==> config.mk <==
export PLATFORM = sky130hd
export DESIGN_NAME = rgcl_ctrl
export DESIGN_NICKNAME = d
export VERILOG_FILES = /design/src/hdl/rgcl_pkg.sv /design/src/hdl/rgcl_ctrl.sv
export SDC_FILE = /design/constraint.sdc
export NUM_CORES = 1
export LEC_CHECK = 0
export BUFFER_PORTS_ARGS = -buffer_cell sky130_fd_sc_hd__buf_2
export CORE_ASPECT_RATIO = 1.1
export CORE_MARGIN = 5
export CORE_UTILIZATION = 30
export CTS_CLUSTER_SIZE = 10
export DETAILED_ROUTE_END_ITERATION = 8
export HOLD_SLACK_MARGIN = 0.06
export MAX_ROUTING_LAYER = met4
export PLACE_DENSITY = 0.63
export SYNTH_ARGS = -nofsm -noshare
export SYNTH_HDL_FRONTEND = slang
export SYNTH_SLANG_ARGS = --single-unit
==> constraint.sdc <==
create_clock -name clk_i -period 1.4 [get_ports clk_i]
set_input_delay 0.07 -clock clk_i [delete_from_list [all_inputs] [get_ports clk_i]]
set_output_delay 0.07 -clock clk_i [all_outputs]
set_load 0.02 [all_outputs]
==> src/hdl/rgcl_pkg.sv <==
// ----------------------------------------------------------------------------
// rgcl_pkg: shared types and constants for the grid cell locator
// Field widths, opcode and status codes, and the command and status bundles
// that pass between the controller and the per-axis datapaths.
// ----------------------------------------------------------------------------
package rgcl_pkg;

  // default sizing
  localparam int unsigned MAX_BOUNDS_DEF = 256;
  localparam int unsigned COORD_BITS_DEF = 32;

  // fixed request and result field widths
  localparam int unsigned OPCODE_W = 2;
  localparam int unsigned AXIS_W   = 2;
  localparam int unsigned VALUE_W  = 32;
  localparam int unsigned CELL_W   = 8;
  localparam int unsigned NUM_AXES = 3;

  // opcodes
  localparam logic [OPCODE_W-1:0] OP_START  = 2'd0;
  localparam logic [OPCODE_W-1:0] OP_APPEND = 2'd1;
  localparam logic [OPCODE_W-1:0] OP_LOCATE = 2'd2;

  // result status codes
  localparam logic STATUS_OK      = 1'b0;
  localparam logic STATUS_DROPPED = 1'b1;

  // controller to axis datapath
  typedef struct packed {
    logic latch;        // capture request operands
    logic start;        // write origin as boundary 0
    logic zero_origin;  // write 0 as boundary 0 (append before start)
    logic append;       // write running sum as next boundary
    logic srch_init;    // begin lower-bound search
    logic srch_step;    // one probe of the search
    logic capture;      // load result register
    logic locate;       // result comes from the search, else zero
  } rgcl_cmd_t;

  // axis datapath to controller
  typedef struct packed {
    logic empty;        // no boundaries held
    logic full;         // table at capacity
    logic done;         // search range exhausted
  } rgcl_sts_t;

endpackage

==> src/hdl/rgcl_ctrl.sv <==
// ----------------------------------------------------------------------------
// rgcl_ctrl: sequencer for the grid cell locator
// Takes one request at a time, decodes it into axis datapath commands,
// runs the search of a locate until every axis is done and hands the
// result to the output register when it is free.
// ----------------------------------------------------------------------------
module rgcl_ctrl (
  input  logic                                               clk_i,
  input  logic                                               rst_ni,
  input  logic                                               in_valid_i,
  output logic                                               in_stall_o,
  input  logic [rgcl_pkg::OPCODE_W-1:0]                      opcode_i,
  input  logic [rgcl_pkg::AXIS_W-1:0]                        axis_i,
  output logic                                               out_valid_o,
  input  logic                                               out_stall_i,
  output logic                                               status_o,
  output rgcl_pkg::rgcl_cmd_t [rgcl_pkg::NUM_AXES-1:0]       cmd_o,
  input  rgcl_pkg::rgcl_sts_t [rgcl_pkg::NUM_AXES-1:0]       sts_i
);
  import rgcl_pkg::*;

  typedef enum logic [2:0] {
    S_IDLE,
    S_EXEC,
    S_APPEND,
    S_SEARCH,
    S_FINISH
  } state_e;

  state_e                state_q;
  logic [OPCODE_W-1:0]   op_q;
  logic [AXIS_W-1:0]     axis_q;
  logic                  drop_q;
  logic                  out_valid_q;
  logic                  status_q;

  logic                  accept;
  logic                  slot_free;
  logic                  all_done;
  logic [NUM_AXES-1:0]   sel;
  logic                  sel_full;
  logic                  sel_empty;
  logic                  axis_ok;

  // decode and command generation
  always_comb begin
    accept    = in_valid_i && (state_q == S_IDLE);
    slot_free = !out_valid_q || !out_stall_i;
    all_done  = 1'b1;
    sel_full  = 1'b0;
    sel_empty = 1'b0;
    for (int a = 0; a < NUM_AXES; a++) begin
      sel[a]    = (axis_q == AXIS_W'(a));
      all_done  = all_done && sts_i[a].done;
      sel_full  = sel_full || (sel[a] && sts_i[a].full);
      sel_empty = sel_empty || (sel[a] && sts_i[a].empty);
    end
    axis_ok = |sel;

    for (int a = 0; a < NUM_AXES; a++) begin
      cmd_o[a]        = '0;
      cmd_o[a].latch  = accept;
      cmd_o[a].locate = (op_q == OP_LOCATE);
      unique case (state_q)
        S_EXEC: begin
          if (op_q == OP_LOCATE) begin
            cmd_o[a].srch_init = 1'b1;
          end else if (op_q == OP_START) begin
            cmd_o[a].start = sel[a];
          end else if (op_q == OP_APPEND && !sel_full) begin
            cmd_o[a].zero_origin = sel[a] && sel_empty;
            cmd_o[a].append      = sel[a] && !sel_empty;
          end
        end
        S_APPEND: begin
          cmd_o[a].append = sel[a];
        end
        S_SEARCH: begin
          cmd_o[a].srch_step = !all_done;
        end
        S_FINISH: begin
          cmd_o[a].capture = slot_free;
        end
        default: begin
        end
      endcase
    end
  end

  // state and registered outputs
  always_ff @(posedge clk_i or negedge rst_ni) begin
    if (!rst_ni) begin
      state_q     <= S_IDLE;
      op_q        <= OP_START;
      axis_q      <= '0;
      drop_q      <= 1'b0;
      out_valid_q <= 1'b0;
      status_q    <= STATUS_OK;
    end else begin
      // result taken and no new one posted this cycle
      if (out_valid_q && !out_stall_i && state_q != S_FINISH) begin
        out_valid_q <= 1'b0;
      end
      unique case (state_q)
        S_IDLE: begin
          if (in_valid_i) begin
            op_q    <= opcode_i;
            axis_q  <= axis_i;
            state_q <= S_EXEC;
          end
        end
        S_EXEC: begin
          drop_q <= (op_q == OP_APPEND) && axis_ok && sel_full;
          if (op_q == OP_LOCATE) begin
            state_q <= S_SEARCH;
          end else if (op_q == OP_APPEND && axis_ok && !sel_full && sel_empty) begin
            state_q <= S_APPEND;
          end else begin
            state_q <= S_FINISH;
          end
        end
        S_APPEND: begin
          state_q <= S_FINISH;
        end
        S_SEARCH: begin
          if (all_done) begin
            state_q <= S_FINISH;
          end
        end
        S_FINISH: begin
          if (slot_free) begin
            out_valid_q <= 1'b1;
            status_q    <= drop_q ? STATUS_DROPPED : STATUS_OK;
            state_q     <= S_IDLE;
          end
        end
        default: begin
          state_q <= S_IDLE;
        end
      endcase
    end
  end

  assign in_stall_o  = (state_q != S_IDLE);
  assign out_valid_o = out_valid_q;
  assign status_o    = status_q;

  // checks
  a_search_is_locate: assert property (@(posedge clk_i) disable iff (!rst_ni)
    (state_q == S_SEARCH) |-> (op_q == OP_LOCATE))
    else $error("search running for a non-locate request");

  a_finish_posts: assert property (@(posedge clk_i) disable iff (!rst_ni)
    (state_q == S_FINISH && slot_free) |=> out_valid_q)
    else $error("finished request did not post a result");

  a_accept_execs: assert property (@(posedge clk_i) disable iff (!rst_ni)
    (in_valid_i && !in_stall_o) |=> (state_q == S_EXEC))
    else $error("accepted request not decoded");

endmodule

==> reports/results.txt <==
status -> complete, but fails checks
failing checks -> setup timing
die area -> 0.00385 mm^2
post-synthesis net count -> 104
post-synthesis cell area -> 812 um^2
final cell count without fillers -> 182
Via Count -> 872
worst-path cell chain -> mux2i_2 -> a2bb2oi_2 -> a31oi_4 -> nor4_2 -> buf_4
RSZ-0062 raised after global routing -> yes
global-route wire length before repair -> 3880 um
root buf cell -> clkbuf_4
Power Density -> 2150 mW/mm^2
Final Max Tran Viols -> 0
Fin Setup TNS -> -4.68 ns
nets@finish -> 169
Tot GR Track Use -> 0.132
Final min period -> 1.74 ns
Worst Tran Pin Value -> 0.269 ns
final wirelength -> 2490 um
Layout area overhead -> 86.3%
Worst EP arrival -> 1.67 ns
Util after Layout -> 0.595
antenna cells -> 0
share of cells above drive strength 1 -> 0.695
critical path class -> reg -> out
max_slew headroom -> 0.820
Leakage -> 0.730 nW
row count -> 19
DP Cell Count -> 162
Initial DRC Count -> 18
initial core utilization -> 0.319
number of global-route vias before repair -> 879
worst-skew pair later-pin latency -> 0.27 ns
Achievable Freq -> 0.576 GHz
crit path max fanout -> 5
Ports -> 44
post-synth cell types -> 32
CP endpoint kind -> output port
total grt overflow -> 0
most frequent cells in the layout -> buf_4, buf_6, buf_2
DR vias/cell -> 4.79
Setup Slack @ Placement -> -0.0748 ns
slowest CP cell -> dfrtp_2
register clock-pin slew on the reported worst setup and hold paths -> 0.07 ns
IO Port Bufs -> 43
most common cell after layout, fill and taps aside -> buf_4
Worst VDD drop -> 1.43 mV
Mapped Cells -> 87
Finish-stage setup viols -> 29
Area contributors post-synth -> dfrtp_1, buf_4, mux2_4
Final GP Congestion -> 0.801
ANT nets after route -> 0
CTS Buf Count -> 3
min-delay worst type -> in -> reg
Critical Path Source Type -> register
post-DP HPWL -> 1780 um
DR DRC count -> 0
WL per Instance -> 13.7 um
Yosys reg bits -> 10
initial antenna violation count -> 0
H-Tree Depth -> 1
Critical Path RT -> 1.33 ns
width of the chip -> 59.6 um
clock sink total -> 10
final worst slack -> -0.337 ns
Fin. Hold Viols -> 0
CTS tree -> yes
CP max stage delay -> 0.45 ns
top cell type's share of synthesized area -> 0.308
drt first pass iters -> 4
area leader, netlist -> dfrtp_1
syn avg cell area -> 9.33 um^2
die height -> 64.6 um
crit share post-route -> 1.24
sequential share of the synthesized area -> 0.308
Clock Skews -> 0.00873 ns
Core Region -> 0.00254 mm^2
final hold slack -> 0.141 ns
MaxCap Viol Count -> 0
Yosys warning total -> 0
clk buf depth -> 2
pin count of the biggest net entering global routing -> 11
[metal layers]
layer  GRT usage  part of all wire  up-vias
met2       0.239              0.56       27
li1            -                 -      426
met3      0.0377             0.055        2
met1       0.144              0.38      417
met4      0.0222            0.0040        0
met5           -                 0        -
[final cells by class]
cell class | count | area (um^2)
fill | 202 | 1030
timing repair buffer | 75 | 632
multi-input combinational | 58 | 536
sequential | 10 | 253
tap | 31 | 38.8
clock buffer | 4 | 36.3
inverter | 4 | 17.5
[per-stage QoR]
stage               power (mW)  area, um^2
floorplan                 1.83         832
global placement          2.26        1090
detailed placement        2.29        1090
CTS                       2.95        1370
global route              3.45        1510
finish                    3.26        1510
[critical path: cells and delay by family, from the launching register on]
family / cells / cell delay (ns)
buffers and inverters: 1 / 0.18
and+or+nand+nor: 1 / 0.15
AOI/OAI and AO/OA: 2 / 0.37
muxes: 1 / 0.25
DFF: 1 / 0.45
[what timing repair did]
| action | in CTS | in global routing |
|---|---|---|
| setup buffers | 7 | 5 |
| resized for setup | 42 | 34 |
| hold buffers | 6 | 0 |
| endpoints found under the hold margin | 15 | 0 |
| endpoints found under the setup margin | 27 | 32 |
| pin swaps | 6 | 9 |
[logic make-up after synthesis]
family,after synthesis,share of synthesized area
muxes,8,0.125
buffers and inverters,19,0.163
DFF,10,0.308
and+or+nand+nor,34,0.254
AOI/OAI and AO/OA,16,0.149
[registers in the layout, indices dropped and copies added (netlist names)]
| signal | cells |
|---|---|
| out_valid_o | 1 |
| drop_q | 1 |
| op_q | 2 |
| status_o | 1 |
| axis_q | 2 |
| state_q | 3 |
[final timing paths]
check | from | to | slack [ns] | cells after the start
setup / recovery | axis_q[0] | cmd_o[4] | -0.34 | 5
hold / removal | in_valid_i | state_q[0] | 0.14 | 3
setup reg to reg | state_q[2] | axis_q[0] | -0.22 | 5
hold reg to reg | drop_q | drop_q | 0.50 | 2
max in group asynchronous | rst_ni | axis_q[0] | 1.02 | 2
min in group asynchronous | rst_ni | out_valid_o | 0.17 | 2
[report_power, final]
group	internal (mW)	switching [mW]	leakage, nW
Clock	0.158	0.108	0.0210
Sequential	0.421	0.143	0.124
Combinational	1.27	1.16	0.585
[cell usage after synthesis]
cell        n
nand2b_1    3
mux2_2      1
dfrtp_1    10
nor4_1      1
nand3b_1    1
a31o_2      1
o21ai_1     1
mux2i_1     3
nor4_2      1
a31oi_1     1
a2bb2oi_1   1
buf_4      12
a31oi_2     1
o21ai_0     4
a21oi_1     1
nand3_1     2
and3_1      2
o31ai_1     1
mux2_4      4
nor3_1      3
nand2_1     6
buf_2       1
nor2_8      1
inv_1       4
buf_6       2
or3_4       2
o211a_1     1
nor2b_1     4
a2bb2oi_2   1
and2b_1     1
nor2_1      7
o211ai_1    3
(Power assumes the default switching activity.)
